--- config.mk ---
export PLATFORM = sky130hd
export DESIGN_NAME = bounded_ordered_list_engine_unit
export DESIGN_NICKNAME = d
export VERILOG_FILES = /design/src/hw/rtl/bole_pkg.sv /design/src/hw/rtl/bole_ram.sv /design/src/hw/rtl/bounded_ordered_list_engine_unit.sv
export SDC_FILE = /design/constraint.sdc
export NUM_CORES = 1
export LEC_CHECK = 0
export ABC_AREA = 1
export BUFFER_PORTS_ARGS = -buffer_cell sky130_fd_sc_hd__clkbuf_2
export CORE_MARGIN = 8
export CORE_UTILIZATION = 30
export CTS_BUF_LIST = sky130_fd_sc_hd__clkbuf_4
export CTS_CLUSTER_DIAMETER = 40
export DETAILED_ROUTE_END_ITERATION = 12
export HOLD_SLACK_MARGIN = 0.15
export SYNTH_ARGS = -nofsm -noshare
export SYNTH_HDL_FRONTEND = slang
export SYNTH_SLANG_ARGS = --single-unit
export TNS_END_PERCENT = 20
--- constraint.sdc ---
create_clock -name clk_i -period 6.35 [get_ports clk_i]
set_clock_uncertainty 0.15 [all_clocks]
set_input_delay 0 -clock clk_i [delete_from_list [all_inputs] [get_ports clk_i]]
set_output_delay 0 -clock clk_i [all_outputs]
set_load 0.05 [all_outputs]
--- src/hw/rtl/bole_pkg.sv ---
`default_nettype none

package bole_pkg;

  localparam int unsigned DEPTH = 32;
  localparam int unsigned IdxW  = $clog2(DEPTH);
  localparam int unsigned CntW  = $clog2(DEPTH + 1);
  localparam int unsigned SumW  = IdxW + 1;

  localparam logic [CntW-1:0] CountFull = CntW'(DEPTH);

  typedef enum logic [2:0] {
    FN_PUSH_FRONT = 3'd0,
    FN_PUSH_BACK  = 3'd1,
    FN_POP_FRONT  = 3'd2,
    FN_CONTAINS   = 3'd3,
    FN_REMOVE_ALL = 3'd4,
    FN_DUMP       = 3'd5
  } bole_func_e;

  typedef enum logic [1:0] {
    ST_OK    = 2'd0,
    ST_FULL  = 2'd1,
    ST_EMPTY = 2'd2
  } bole_status_e;

  typedef enum logic [1:0] {
    S_IDLE,
    S_OP,
    S_POP,
    S_WALK
  } bole_state_e;

  typedef struct packed {
    logic [2:0]         func;
    logic signed [31:0] element_value;
  } bole_req_t;

  typedef struct packed {
    logic [1:0]         status;
    logic               found;
    logic signed [31:0] data_value;
    logic [5:0]         entry_total;
    logic               last;
  } bole_res_t;

  // Physical slot of a list position: head plus offset, wrapped once.
  function automatic logic [IdxW-1:0] bole_slot(input logic [IdxW-1:0] head,
                                                input logic [IdxW-1:0] off);
    logic [SumW-1:0] s;
    s = {1'b0, head} + {1'b0, off};
    if (s >= SumW'(DEPTH)) begin
      s = s - SumW'(DEPTH);
    end
    return s[IdxW-1:0];
  endfunction

  // Slot in front of the head, wrapping below zero.
  function automatic logic [IdxW-1:0] bole_dec(input logic [IdxW-1:0] head);
    logic [IdxW-1:0] r;
    if (head == '0) begin
      r = IdxW'(DEPTH - 1);
    end else begin
      r = head - IdxW'(1);
    end
    return r;
  endfunction

  // Element count as reported on the result port.
  function automatic logic [5:0] bole_total(input logic [CntW-1:0] c);
    logic [CntW+5:0] w;
    w = {6'b0, c};
    return w[5:0];
  endfunction

endpackage

`default_nettype wire

--- src/hw/rtl/bole_ram.sv ---
`default_nettype none

module bole_ram #(
  parameter int unsigned Width = 32,
  parameter int unsigned Depth = 32
) (
  input  wire logic                     clk_i,
  input  wire logic                     we_i,
  input  wire logic [$clog2(Depth)-1:0] waddr_i,
  input  wire logic [Width-1:0]         wdata_i,
  input  wire logic                     re_i,
  input  wire logic [$clog2(Depth)-1:0] raddr_i,
  output logic      [Width-1:0]         rdata_o
);

  logic [Width-1:0] mem_q [Depth];
  logic [Width-1:0] rdata_q;

  always_ff @(posedge clk_i) begin
    if (we_i) begin
      mem_q[waddr_i] <= wdata_i;
    end
    if (re_i) begin
      rdata_q <= mem_q[raddr_i];
    end
  end

  assign rdata_o = rdata_q;

endmodule

`default_nettype wire

--- src/hw/rtl/bounded_ordered_list_engine_unit.sv ---
`default_nettype none
// Ordered list of up to DEPTH signed 32-bit values kept in a circular store.
// Request channel: start_i with req_i (func, element_value) is transferred at
// a rising edge where busy_o is low. busy_o rises on the next cycle and stays
// high until the request has issued its last result.
// Result channel: res_valid_o marks each result for exactly one cycle; the
// receiver cannot stall, so every result is taken when shown.
// Each request but a dump of a non-empty list returns one result with last
// set; such a dump returns one result per element, front to back, in
// consecutive cycles, last on the final. Push and unused codes register their
// result in S_OP; a non-empty pop reads the store in S_OP and answers in S_POP.
// Contains, remove-all and dump walk the n stored elements in S_WALK with one
// store read per cycle, overlapped with the compare and write-back of the
// element before; on an empty list they answer in S_OP. The store has a single
// read port. Remove-all compacts in place, writing kept elements behind the
// read pointer, so the walk needs no interlock.
// Reset clears head, count and control; the store itself is not cleared
// since only live entries are ever read.
module bounded_ordered_list_engine_unit import bole_pkg::*; (
  input  wire logic      clk_i,
  input  wire logic      rst_ni,
  input  wire logic      start_i,
  input  wire bole_req_t req_i,
  output logic           busy_o,
  output logic           res_valid_o,
  output bole_res_t      res_o
);

  bole_state_e     state_q, state_d;
  bole_req_t       req_q, req_d;
  logic [IdxW-1:0] head_q, head_d;
  logic [CntW-1:0] count_q, count_d;
  logic [CntW-1:0] rd_cnt_q, rd_cnt_d;
  logic [CntW-1:0] pr_idx_q, pr_idx_d;
  logic [CntW-1:0] kept_q, kept_d;
  logic            pend_q, pend_d;
  logic            hit_q, hit_d;
  bole_res_t       res_q, res_d;
  logic            res_valid_q, res_valid_d;

  logic            ram_we;
  logic [IdxW-1:0] ram_waddr;
  logic [31:0]     ram_wdata;
  logic            ram_re;
  logic [IdxW-1:0] ram_raddr;
  logic [31:0]     ram_rdata;

  logic            match;
  logic            is_last;

  bole_ram #(
    .Width(32),
    .Depth(DEPTH)
  ) u_store (
    .clk_i  (clk_i),
    .we_i   (ram_we),
    .waddr_i(ram_waddr),
    .wdata_i(ram_wdata),
    .re_i   (ram_re),
    .raddr_i(ram_raddr),
    .rdata_o(ram_rdata)
  );

  assign match   = (ram_rdata == req_q.element_value);
  assign is_last = ((pr_idx_q + CntW'(1)) == count_q);

  always_comb begin
    state_d     = state_q;
    req_d       = req_q;
    head_d      = head_q;
    count_d     = count_q;
    rd_cnt_d    = rd_cnt_q;
    pr_idx_d    = pr_idx_q;
    kept_d      = kept_q;
    pend_d      = 1'b0;
    hit_d       = hit_q;
    res_d       = res_q;
    res_valid_d = 1'b0;
    ram_we      = 1'b0;
    ram_waddr   = head_q;
    ram_wdata   = req_q.element_value;
    ram_re      = 1'b0;
    ram_raddr   = head_q;

    unique case (state_q)
      S_IDLE: begin
        if (start_i) begin
          req_d   = req_i;
          state_d = S_OP;
        end
      end

      S_OP: begin
        // Default result: ok, nothing found, no data, last.
        res_d.status     = ST_OK;
        res_d.found      = 1'b0;
        res_d.data_value = '0;
        res_d.last       = 1'b1;
        state_d          = S_IDLE;
        unique case (req_q.func)
          FN_PUSH_FRONT, FN_PUSH_BACK: begin
            res_valid_d = 1'b1;
            if (count_q == CountFull) begin
              res_d.status = ST_FULL;
            end else begin
              ram_we  = 1'b1;
              count_d = count_q + CntW'(1);
              if (req_q.func == FN_PUSH_FRONT) begin
                head_d    = bole_dec(head_q);
                ram_waddr = bole_dec(head_q);
              end else begin
                ram_waddr = bole_slot(head_q, count_q[IdxW-1:0]);
              end
            end
          end
          FN_POP_FRONT: begin
            if (count_q == '0) begin
              res_valid_d  = 1'b1;
              res_d.status = ST_EMPTY;
            end else begin
              ram_re  = 1'b1;
              state_d = S_POP;
            end
          end
          FN_CONTAINS, FN_REMOVE_ALL, FN_DUMP: begin
            if (count_q == '0) begin
              res_valid_d = 1'b1;
              if (req_q.func == FN_DUMP) begin
                res_d.status = ST_EMPTY;
              end
            end else begin
              rd_cnt_d = '0;
              hit_d    = 1'b0;
              kept_d   = '0;
              state_d  = S_WALK;
            end
          end
          default: begin
            res_valid_d = 1'b1;
          end
        endcase
      end

      S_POP: begin
        res_valid_d      = 1'b1;
        res_d.data_value = ram_rdata;
        head_d           = bole_slot(head_q, IdxW'(1));
        count_d          = count_q - CntW'(1);
        state_d          = S_IDLE;
      end

      S_WALK: begin
        // Issue the next read while the previous element is processed.
        if (rd_cnt_q < count_q) begin
          ram_re    = 1'b1;
          ram_raddr = bole_slot(head_q, rd_cnt_q[IdxW-1:0]);
          rd_cnt_d  = rd_cnt_q + CntW'(1);
          pr_idx_d  = rd_cnt_q;
          pend_d    = 1'b1;
        end
        if (pend_q) begin
          unique case (req_q.func)
            FN_CONTAINS: begin
              hit_d = hit_q | match;
              if (is_last) begin
                res_valid_d = 1'b1;
                res_d.found = hit_d;
              end
            end
            FN_REMOVE_ALL: begin
              // Move each kept element down to the next compacted slot.
              if (!match) begin
                ram_we    = 1'b1;
                ram_waddr = bole_slot(head_q, kept_q[IdxW-1:0]);
                ram_wdata = ram_rdata;
                kept_d    = kept_q + CntW'(1);
              end
              if (is_last) begin
                res_valid_d = 1'b1;
                res_d.found = (kept_d != count_q);
                count_d     = kept_d;
              end
            end
            default: begin
              res_valid_d      = 1'b1;
              res_d.data_value = ram_rdata;
              res_d.last       = is_last;
            end
          endcase
          if (is_last) begin
            state_d = S_IDLE;
          end
        end
      end

      default: begin
        state_d = S_IDLE;
      end
    endcase

    res_d.entry_total = bole_total(count_d);
  end

  always_ff @(posedge clk_i or negedge rst_ni) begin
    if (!rst_ni) begin
      state_q     <= S_IDLE;
      head_q      <= '0;
      count_q     <= '0;
      rd_cnt_q    <= '0;
      pr_idx_q    <= '0;
      kept_q      <= '0;
      pend_q      <= 1'b0;
      hit_q       <= 1'b0;
      res_valid_q <= 1'b0;
    end else begin
      state_q     <= state_d;
      head_q      <= head_d;
      count_q     <= count_d;
      rd_cnt_q    <= rd_cnt_d;
      pr_idx_q    <= pr_idx_d;
      kept_q      <= kept_d;
      pend_q      <= pend_d;
      hit_q       <= hit_d;
      res_valid_q <= res_valid_d;
    end
  end

  // Payload registers: hold request and result without reset.
  always_ff @(posedge clk_i) begin
    req_q <= req_d;
    res_q <= res_d;
  end

  assign busy_o      = (state_q != S_IDLE);
  assign res_valid_o = res_valid_q;
  assign res_o       = res_q;

endmodule

`default_nettype wire

## Word level (Yosys, flattened, before mapping)

Memories as Yosys holds them, arrays and structs flattened. A register that Yosys moved wholly into a read port is not among the register bits.
Cells that the tools add are included.

| cells by class | value |
|---|---|
| $add $sub $neg | 14 |
| order comparisons | 5 |
| equal/unequal tests | 27 |
| mux-type cells | 85 |
| bitwise gates (word level) | 1 |
| reduce and logical (&&, ||, !) cells | 22 |

Operators by type and width:

| cell | count |
|---|---|
| 32-bit two-way mux | 5 |
| 32-bit one-hot mux with 3 select lines | 1 |
| 6-bit two-way mux | 14 |
| 5-bit two-way mux | 16 |
| 33-bit two-way mux | 1 |
| 32-bit equality test | 1 |
| 1-bit two-way mux | 25 |
| 5-bit by 1-bit subtractor with 5-bit output (second input constant) | 5 |
| 6-bit by 1-bit adder with 6-bit output (second input constant) | 4 |
| 6-bit greater-or-equal comparator (second input constant) | 4 |
| 6-bit one-hot mux with 2 select lines | 2 |
| 5-bit one-hot mux with 2 select lines | 2 |
| 5-bit by 5-bit adder with 6-bit output | 3 |
| 6-bit one-hot mux with 3 select lines | 1 |
| 2-bit two-way mux | 8 |
| 2-bit inequality test (second input constant) | 8 |
| 5-bit AND reduction | 3 |
| 1-bit one-hot mux with 2 select lines | 6 |
| 3-bit AND reduction | 3 |
| 2-bit by 1-bit inequality test with 1-bit output (second input constant) | 4 |
| 2-bit one-hot mux with 4 select lines | 1 |
| 4-bit AND reduction | 2 |
| 5-bit by 1-bit adder with 6-bit output (second input constant) | 1 |
| 3-bit by 2-bit equality test with 1-bit output (second input constant) | 2 |
| 25 further kinds | 32 |

| word-level totals | value |
|---|---|
| register bits | 111 |
| RAM bits | 1024 |
| bits of input ports | 38 |
| output and inout bits | 44 |
| word-level logic and storage cells | 171 |
| memories | 1 |

Memories:

| name | words | bits a word | rd ports | clocked after memory_dff | write ports | line | RTL |
|---|---|---|---|---|---|---|---|
| u_store.mem_q | 32 | 32 | 1 | 1 | 1 | bole_ram.sv:16 | `logic [Width-1:0] mem_q [Depth];` |

## Depth between registers and ports, before layout

Gate-level depths: netlist (run 1).

| depth | value |
|---|---|
| word-level depth | 10 |
| depth in mapped cells | 19 |
| mapped depth without buffers | 17 |

## Hierarchy

A second synthesis (run 1) with hierarchy kept.

| second synthesis, totals | value |
|---|---|
| cell total of the unflattened synthesis | 4341 |
| area, all modules | 49600.1 sq um |

By module, submodules not included:

| module | times used | cells an instance | area an instance (sq um) | sequential area each (sq um) |
|---|---|---|---|---|
| bole_ram | 1 | 3536 | 42726.0 | 31710.4 |
| bounded_ordered_list_engine_unit | 1 | 805 | 6874.1 | 3103.0 |

## Least setup slack after synthesis (run 1)

No wires, ideal clock.

| path | value |
|---|---|
| kind | register to register |
| start | register count_q[1] |
| end | register u_store.rdata_q[0] (netlist: u_store.rdata_o[0]) (read register of u_store.mem_q) (enable) |
| setup time | 0.511 ns |
| arrival | 4.578 ns |
| data required time | 5.689 ns |
| setup slack | 1.111 ns |
| stages on the path, launching flop included | 9 |
| path buffers | 1 |
| clock period less this slack | 5.239 ns |
| cells stage by stage | dfrtp_1 -> clkbuf_1 -> inv_1 -> ha_1 -> nand2_1 -> nor2_1 -> nand3_1 -> inv_1 -> o41ai_1 |

| on the way | value |
|---|---|
| cells in the longest elaborated chain, start to end | 4 |
| elaborated cells on any way between the ends | 8 |
| those cells by class | order compare (1); mux (6); reduce/logical (1) |

Ends and longest elaborated chain:

| what | line | RTL |
|---|---|---|
| start, declared | bounded_ordered_list_engine_unit.sv:32 | `logic [CntW-1:0] count_q, count_d;` |
| start signal, assigned | bounded_ordered_list_engine_unit.sv:218 | `count_q <= count_d;` |
| parallel branches: the longest is 3 deep, another holds 6-bit < comparator | -- |  |
| 1-bit one-hot mux with 2 select lines * | bounded_ordered_list_engine_unit.sv:85 | `unique case (state_q)` |
| named net ram_re | bounded_ordered_list_engine_unit.sv:44 | `logic ram_re;` |
| end, declared | bole_ram.sv:17 | `logic [Width-1:0] rdata_q;` |

Mark *: on every way through the listed nets, which the timed path passes.
A chain may end at the register's enable or synchronous reset.

## Worst setup path after layout (run 1)

| path | value |
|---|---|
| start | register u_store.rdata_q[4] (netlist: u_store.rdata_o[4]) (read register of u_store.mem_q) |
| end | memory u_store.mem_q[2][12] (data pin) |

| on the way | value |
|---|---|
| cells in the longest elaborated chain, start to end | 5 |

Ends and longest elaborated chain:

| what | line | RTL |
|---|---|---|
| 32-bit equality test | bounded_ordered_list_engine_unit.sv:64 | `assign match = (ram_rdata == req_q.element_value);` |
| 32-bit two-way mux | bounded_ordered_list_engine_unit.sv:172 | `if (!match) begin` |
| 32-bit two-way mux | bounded_ordered_list_engine_unit.sv:162 | `unique case (req_q.func)` |
| 32-bit two-way mux | bounded_ordered_list_engine_unit.sv:161 | `if (pend_q) begin` |
| 32-bit two-way mux | bounded_ordered_list_engine_unit.sv:85 |  |
| named net ram_wdata[12] | bounded_ordered_list_engine_unit.sv:43 | `logic [31:0] ram_wdata;` |
| end, declared | bole_ram.sv:16 |  |

The timed path passes the listed nets, and every way through them passes these cells.

==> load_flow_metrics.sql, run 1 <==
INSERT INTO impl_metrics (metric_group, metric, value, unit) VALUES
('logic_synthesis', 'ys_seq_elements', '1167', ''),
('drt', 'drt-total-wl', '147000', 'µm'),
('critical_path', 'critPathBufInv', '2', ''),
('sta', 'timing.setup.tns', '0', 'ns'),
('critical_path', 'cells_along_the_critical_path', 'xnor2_1, nand2_1, nor2_1, nand2_1, nor2_1, nand2_1, nand3_2, buf_4, clkinv_1, nand2_1, nand2_1', ''),
('power_and_ir_drop', 'power_per_cell_area', '512', 'nW/µm²'),
('worst_hold_path', 'min-delay-start', 'hit_q', ''),
('drt', 'avgViaCountPerCell', '4.65', ''),
('floorplan', 'die-width', '433', 'µm'),
('drt', 'drt_drc_violations_left', '0', ''),
('power_and_ir_drop', 'power_switching_share', '46.2', '%'),
('sta', 'fmax', '0.212', 'GHz'),
('placement', 'post-dp-hpwl', '83000', 'µm'),
('critical_path', 'r2r_setup_slack', '1.63', 'ns'),
('critical_path', 'worstPathArrival', '5.19', 'ns'),
('floorplan', 'design.core.area', '173000', 'µm²'),
('drt', 'first_iter_violations', '3745', ''),
('sta', 'timing.final.setup_violations', '0', ''),
('power_and_ir_drop', 'peakVddDrop', '0.682', 'mV'),
('logic_synthesis', 'synth_largest_area_cell', 'edfxtp_1', ''),
('floorplan', 'fp.dieH', '433', 'µm'),
('critical_path', 'cp_slowest_stage_delay', '0.73', 'ns'),
('drt', 'detail_route.wl_per_cell', '18.3', 'µm'),
('power_and_ir_drop', 'share_seq_of_total_power', '31.8', '%'),
('layout', 'fill_cells', '17391', ''),
('critical_path', 'path_delay_family', 'simple AND/OR/NAND/NOR gates', ''),
('logic_synthesis', 'synth_adder_area_share', '0.690', '%'),
('sta', 'layout_min_cycle_time', '4.72', 'ns'),
('sta', 'post-route-period-util', '74.4', '%'),
('logic_synthesis', 'synth.mux.area_fraction', '0', '%'),
('floorplan', 'start_util', '30.1', '%'),
('placement', 'pre_cts_ws', '1.68', 'ns'),
('power_and_ir_drop', 'comb_power_share', '47.4', '%'),
('logic_synthesis', 'post_synth_and_or_nand_nor_area_fraction', '21.6', '%'),
('global_route', 'global_route.peak_usage_layer', 'met2', ''),
('power_and_ir_drop', 'p_sw', '0.0143', 'W'),
('worst_hold_path', 'min-delay-path-class', 'register to register', ''),
('placement', 'place.port_buffers', '81', ''),
('sta', 'hold_viol_final', '0', ''),
('logic_synthesis', 'post_synth_main_area_contributors', 'edfxtp_1 (65%), nand2_1 (13%), nand3_1 (8.0%), inv_1 (6.4%), dfrtp_1 (1.6%)', ''),
('sta', 'timing_worst_slew_pin_value', '1.34', 'ns'),
('drt', 'drt-pass1-iter-count', '8', ''),
('sta', 'finalMaxSlewViolations', '0', ''),
('clocking', 'clk_pin_slew', '0.06', 'ns'),
('logic_synthesis', 'synth_top_family_by_area', 'simple AND/OR/NAND/NOR gates', ''),
('sta', 'relSlewSlack', '10.7', '%'),
('global_route', 'grt_met1_use', '20.1', '%'),
('logic_synthesis', 'post_synthesis_net_count', '5242', ''),
('clocking', 'clock_sinks', '1167', ''),
('critical_path', 'start_kind', 'register', ''),
('logic_synthesis', 'synth.cell_area', '52200', 'µm²'),
('global_route', 'grt_util_all_layers', '15.3', '%'),
('critical_path', 'critPathSlowestCell', 'clkinv_1', ''),
('layout', 'syn_to_final_growth', '15.5', '%'),
('global_route', 'grt_pass1_wl', '223000', 'µm'),
('clocking', 'htreeDepth', '5', ''),
('run_status', 'status', 'complete, no violations', ''),
('global_route', 'vias_in_the_first_global_route', '36735', ''),
('clocking', 'cts_tree', 'yes', ''),
('global_route', 'grt_util_met3', '2.45', '%'),
('sta', 'setup_slack_of_the_critical_path_after_layout', '1.63', 'ns'),
('floorplan', 'die_area', '188000', 'µm²'),
('clocking', 'cts_made_buffers', '319', ''),
('drt', 'antenna_left', '0', ''),
('global_route', 'grtUsageMet2', '25.0', '%'),
('critical_path', 'timing.critical_path.fanout_max', '46', ''),
('logic_synthesis', 'yosys.area.top_type_share', '64.8', '%'),
('global_route', 'grt_start_max_net_pins', '129', ''),
('logic_synthesis', 'synth-seq-area-share', '66.7', '%'),
('sta', 'hold-worst-slack', '0.385', 'ns'),
('critical_path', 'regToRegStartpoint', 'u_store.rdata_o[4]', '');
## cell usage in the layout, fill, tap and decap left out, drive strengths merged, types with 19 or more instances in the layout
master       instances
buf                 86
clkinv              49
o21ai               45
xor2                19
ha                  24
nor2               105
inv                900
a21oi               22
edfxtp            1127
nand3              832
dlygate4sd3        112
xnor2               26
dfrtp               34
clkbuf             537
nand2             1748
## sequential cells by signal (all words and copies together), names as in the netlist
| register | flops |
|---|---|
| req_q | 35 |
| u_store.mem_q | 1024 |
| kept_q | 6 |
| rd_cnt_q | 6 |
| head_q | 5 |
| res_valid_o | 1 |
| res_o | 42 |
| state_q | 2 |
| pend_q | 1 |
| pr_idx_q | 6 |
| u_store.rdata_o | 32 |
| count_q | 6 |
| hit_q | 1 |
## repair_timing
action                                 CTS  global route
setup endpoints to repair                0             0
setup buffers                            0             0
endpoints found under the hold margin  105             0
hold buffers                           113             0
## cell usage after synthesis, drive strengths merged
library cell  number
a211oi             1
a21boi             1
a21oi             22
a221oi             1
a22oi              2
a31oi              2
a32oi              1
and3               1
buf              216
clkbuf            18
clkinv             5
dfrtp             34
dfxtp              6
edfxtp          1127
fa                 3
ha                24
inv              900
nand2           1748
nand3            832
nand3b             2
nand4              8
nor2             105
nor3               5
nor4               1
o2111ai            3
o211ai             7
o21a               2
o21ai             45
o21bai             1
o221ai             1
o22ai              7
o41ai              1
xnor2             26
xor2              19
## per-layer routing
metal | wire length, µm | up-vias | share of wire (%)
met3 | 10100 | 310 | 6.8
met5 | 0 | - | 0
met1 | 61900 | 17963 | 42
li1 | - | 17628 | -
met2 | 70100 | 1568 | 48
met4 | 5310 | 0 | 3.6
## worst reg2reg max path, delay by kind of cell, from the launching register on
family / cells / cell delay, ns
and+or+nand+nor: 8 / 1.90
buffers and inverters: 2 / 1.34
DFF: 1 / 0.42
xor gates and xnor gates: 1 / 0.32
## final cells by class
type	instances	area (µm²)	area share, %
clock buffers	456	3420	5.68
well taps	2325	2910	4.82
multi-input cells	2871	13100	21.7
clock inverters	49	297	0.492
repair buffers	279	2370	3.93
flip-flops and latches	1167	34800	57.7
inverters	905	3410	5.66
diodes	9	22.5	0.0373
## through the flow
step                total power, W  utilization (%)  cell area (µm²)  instances
floorplan                   0.0197                -            52200       5177
global placement            0.0244             31.9            55400       7433
detailed placement          0.0244             32.0            55400       7434
CTS                         0.0310             34.8            60300       8052
global route                0.0327             34.8            60300       8061
finish                      0.0309             34.8            60300       8061
## final timing paths
| check | endpoint | cells past startpoint |
|---|---|---|
| setup reg to reg | u_store.mem_q[2][12] | 11 |
| hold / removal | hit_q | 2 |
| min in group asynchronous | head_q[4] | 6 |
| setup / recovery | u_store.mem_q[2][12] | 11 |
| max in group asynchronous | kept_q[0] | 6 |
| hold reg to reg | hit_q | 2 |
## power by group through the flow
| stage | Combinational (W) | Clock (W) | Sequential, W |
|---|---|---|---|
| CTS | 0.0146 | 0.00655 | 0.00979 |
| detailed placement | 0.0145 | 0 | 0.00995 |
| global route | 0.0159 | 0.00694 | 0.00986 |
| finish | 0.0146 | 0.00642 | 0.00981 |
| floorplan | 0.00933 | 0 | 0.0103 |
| global placement | 0.0145 | 0 | 0.00994 |
## kinds of logic (layout without fill, tap and decap cells)
family,count (synthesis),count (layout)
and+or+nand+nor,2702,2702
AOI/OAI and AO/OA,97,97
buffers and inverters,1139,1689
xor gates and xnor gates,45,45
adders and majority gates,27,27
other,0,9
DFF,1167,1167
No activity file was read; power rests on OpenSTA's default activity.
==> run 2: changes to the inputs <==
Clock period 6.35 ns to 3.8 ns, I/O delays scaled along.
==> load_flow_metrics.sql, run 2 (same netlist as run 1, synthesis figures left out) <==
INSERT INTO impl_metrics (metric_group, metric, value, unit) VALUES
('critical_path', 'reg2reg_to', 'u_store.rdata_o[23]', ''),
('placement', 'place.gp.congestion', '0.848', ''),
('sta', 'finalMaxSlewViolations', '0', ''),
('clocking', 'cts_tree', 'yes', ''),
('clocking', 'clk_pin_slew', '0.07', 'ns'),
('critical_path', 'path_depth', '15', ''),
('worst_hold_path', 'min-delay-path-class', 'register to register', ''),
('sta', 'setup_slack_of_the_critical_path_after_layout', '0.228', 'ns'),
('drt', 'drt-pass1-iter-count', '6', ''),
('global_route', 'globalRouteOverflowTotal', '0', ''),
('floorplan', 'design.core.area', '173000', 'µm²'),
('power_and_ir_drop', 'p_clk_share', '20.0', '%'),
('layout', 'fill_cells', '17190', ''),
('layout', 'final_common_cell', 'nand2_1', ''),
('layout', 'share_of_post_route_cells_with_drive_strength_above_1', '14.7', '%'),
('critical_path', 'path_delay_family', 'simple AND/OR/NAND/NOR gates', ''),
('global_route', 'vias_in_the_first_global_route', '37613', ''),
('layout', 'syn_to_final_growth', '19.9', '%'),
('floorplan', 'die_area', '188000', 'µm²'),
('clocking', 'htreeDepth', '5', ''),
('drt', 'met2_wirelength', '74000', 'µm'),
('power_and_ir_drop', 'peakVddDrop', '0.572', 'mV'),
('drt', 'avgViaCountPerCell', '4.63', ''),
('sta', 'layout_min_cycle_time', '3.57', 'ns'),
('sta', 'relSlewSlack', '19.4', '%'),
('drt', 'drt-total-wl', '151000', 'µm'),
('clocking', 'cts_made_buffers', '318', ''),
('placement', 'place.port_buffers', '81', ''),
('worst_hold_path', 'hold-path-endpoint', 'pr_idx_q[5]', ''),
('global_route', 'grt_pass1_wl', '226000', 'µm'),
('global_route', 'grt_start_max_net_pins', '81', ''),
('floorplan', 'fp.dieH', '433', 'µm'),
('power_and_ir_drop', 'power_switching_share', '45.3', '%'),
('sta', 'timing.final.setup_violations', '0', ''),
('sta', 'timing.setup.tns', '0', 'ns'),
('layout', 'finalNetCount', '5767', ''),
('critical_path', 'critPathBufInv', '3', ''),
('worst_hold_path', 'min-delay-start', 'pr_idx_q[5]', ''),
('sta', 'timing_worst_slew_pin_value', '1.21', 'ns'),
('clocking', 'clk_root_buffer_cell', 'clkbuf_4', ''),
('critical_path', 'critPathKind', 'register to register', ''),
('power_and_ir_drop', 'comb_power_share', '49.1', '%'),
('drt', 'first_iter_violations', '3318', ''),
('critical_path', 'r2r.worst_path.cells', '15', ''),
('global_route', 'antenna_found_initial', '4', ''),
('drt', 'antenna_left', '0', ''),
('global_route', 'grt_util_all_layers', '15.6', '%'),
('layout', 'largest_register_ffs', '1024', ''),
('critical_path', 'cells_along_the_critical_path', 'ha_1, a21oi_1, nor2_1, nor2_4, nand2_4, o21ai_4, inv_8, buf_12, buf_4, nand3_1, nand3_1, nand3_1, nand2_1, nand2_1, nand2_1', ''),
('layout', 'max_flop_register', 'u_store.mem_q', ''),
('power_and_ir_drop', 'share_seq_of_total_power', '30.9', '%'),
('drt', 'detail_route.wl_per_cell', '18.4', 'µm'),
('drt', 'highest_layer', 'met5', ''),
('placement', 'pre_cts_ws', '0.0782', 'ns'),
('run_status', 'status', 'complete, no violations', ''),
('critical_path', 'r2r_setup_slack', '0.23', 'ns'),
('clocking', 'cts_buffer_depth', '4', ''),
('power_and_ir_drop', 'cellLeakagePower', '26.8', 'nW'),
('power_and_ir_drop', 'p_sw', '0.0243', 'W'),
('floorplan', 'start_util', '30.1', '%'),
('layout', 'non_filler_cells_in_the_finished_layout', '8235', ''),
('placement', 'post-dp-hpwl', '91700', 'µm'),
('sta', 'fmax', '0.280', 'GHz'),
('critical_path', 'required', '4.61', 'ns'),
('drt', 'drt-met1-wl', '61900', 'µm'),
('layout', 'mostFrequentLayoutCells', 'nand2_1 (1740), edfxtp_1 (1127), inv_1 (896)', ''),
('run', 'drv.max_cap_violation_count', '0', ''),
('critical_path', 'regToRegStartpoint', 'rd_cnt_q[3]', ''),
('critical_path', 'start_kind', 'register', ''),
('floorplan', 'die-width', '433', 'µm'),
('floorplan', 'floorplan.rows', '153', ''),
('placement', 'dp_cells', '7588', ''),
('critical_path', 'worstPathArrival', '4.38', 'ns'),
('power_and_ir_drop', 'power_per_cell_area', '855', 'nW/µm²'),
('sta', 'post-route-period-util', '94.0', '%'),
('drt', 'routed_via_count', '38127', ''),
('sta', 'rsz0062_at_grt', 'no', ''),
('drt', 'drt_drc_violations_left', '0', ''),
('drt', 'met3RoutedLength', '10100', 'µm'),
('clocking', 'clock_sinks', '1167', ''),
('critical_path', 'critPathSlowestCell', 'dfrtp_1', ''),
('critical_path', 'cp_slowest_stage_delay', '0.44', 'ns'),
('clocking', 'insertion_delay', '1.26', 'ns'),
('critical_path', 'worst_setup_path_end_kind', 'register', ''),
('sta', 'hold_viol_final', '0', ''),
('worst_hold_path', 'whs_path_depth', '2', ''),
('critical_path', 'timing.critical_path.fanout_max', '34', ''),
('floorplan', 'num_io_pins', '82', ''),
('power_and_ir_drop', 'internal-power', '0.0293', 'W');
run 2: how the worst max path moves through the flow:
stage,start,to
finish,rd_cnt_q[3],u_store.rdata_o[23]
global route,u_store.rdata_o[0],u_store.mem_q[20][3]
CTS,u_store.rdata_o[30],u_store.mem_q[20][3]
detailed placement,u_store.rdata_o[30],u_store.mem_q[3][11]
global placement,u_store.rdata_o[30],u_store.mem_q[3][11]
floorplan,count_q[1],u_store.mem_q[12][0]
run 2: power groups by stage:
stage,Clock (W),Combinational (W),Sequential (W)
floorplan,0,0.0156,0.0172
global placement,0,0.0259,0.0169
detailed placement,0,0.0259,0.0169
CTS,0.0110,0.0261,0.0166
global route,0.0116,0.0285,0.0166
finish,0.0107,0.0263,0.0166
run 2: cell type report:
type	count	area (µm²)	share of cell area, %
timing repair buffer	439	4710	7.52
antenna	10	25.0	0.0399
multi-input combinational	2871	13100	20.8
sequential	1167	34800	55.6
inverter	905	3410	5.44
tap	2325	2910	4.64
clock buffer	450	3380	5.39
clock inverter	68	344	0.549
run 2: per-stage QoR:
step,util [%],total power (W),hold slack [ns],cell area (µm²)
detailed placement,33.3,0.0428,0.0297,57700
floorplan,-,0.0328,-0.446,52200
CTS,36.1,0.0537,0.262,62500
finish,36.1,0.0536,0.368,62600
global placement,33.3,0.0428,0.0317,57700
global route,36.1,0.0567,0.324,62600
run 2: repair_timing:
item / 4_1_cts / 5_1_grt
endpoints found under the setup margin: 0 / 763
hold buffers: 113 / 0
gates resized for setup: 0 / 7
setup buffers: 0 / 6
hold endpoints to repair: 105 / 0
run 2: layer usage:
layer	vias to the layer above	global-route usage, %
li1	17984	-
met1	18330	19.6
met2	1500	26.5
met3	311	2.62
met4	2	6.89
met5	-	0
run 2: worst reg2reg max path, stage by stage, from the launching register on:
cell and delay (ns):
dfrtp_1 0.44, ha_1 0.32, a21oi_1 0.18, nor2_1 0.09
nor2_4 0.13, nand2_4 0.09, o21ai_4 0.41, inv_8 0.24
buf_12 0.29, buf_4 0.22, nand3_1 0.09, nand3_1 0.08
nand3_1 0.18, nand2_1 0.07, nand2_1 0.22, nand2_1 0.09
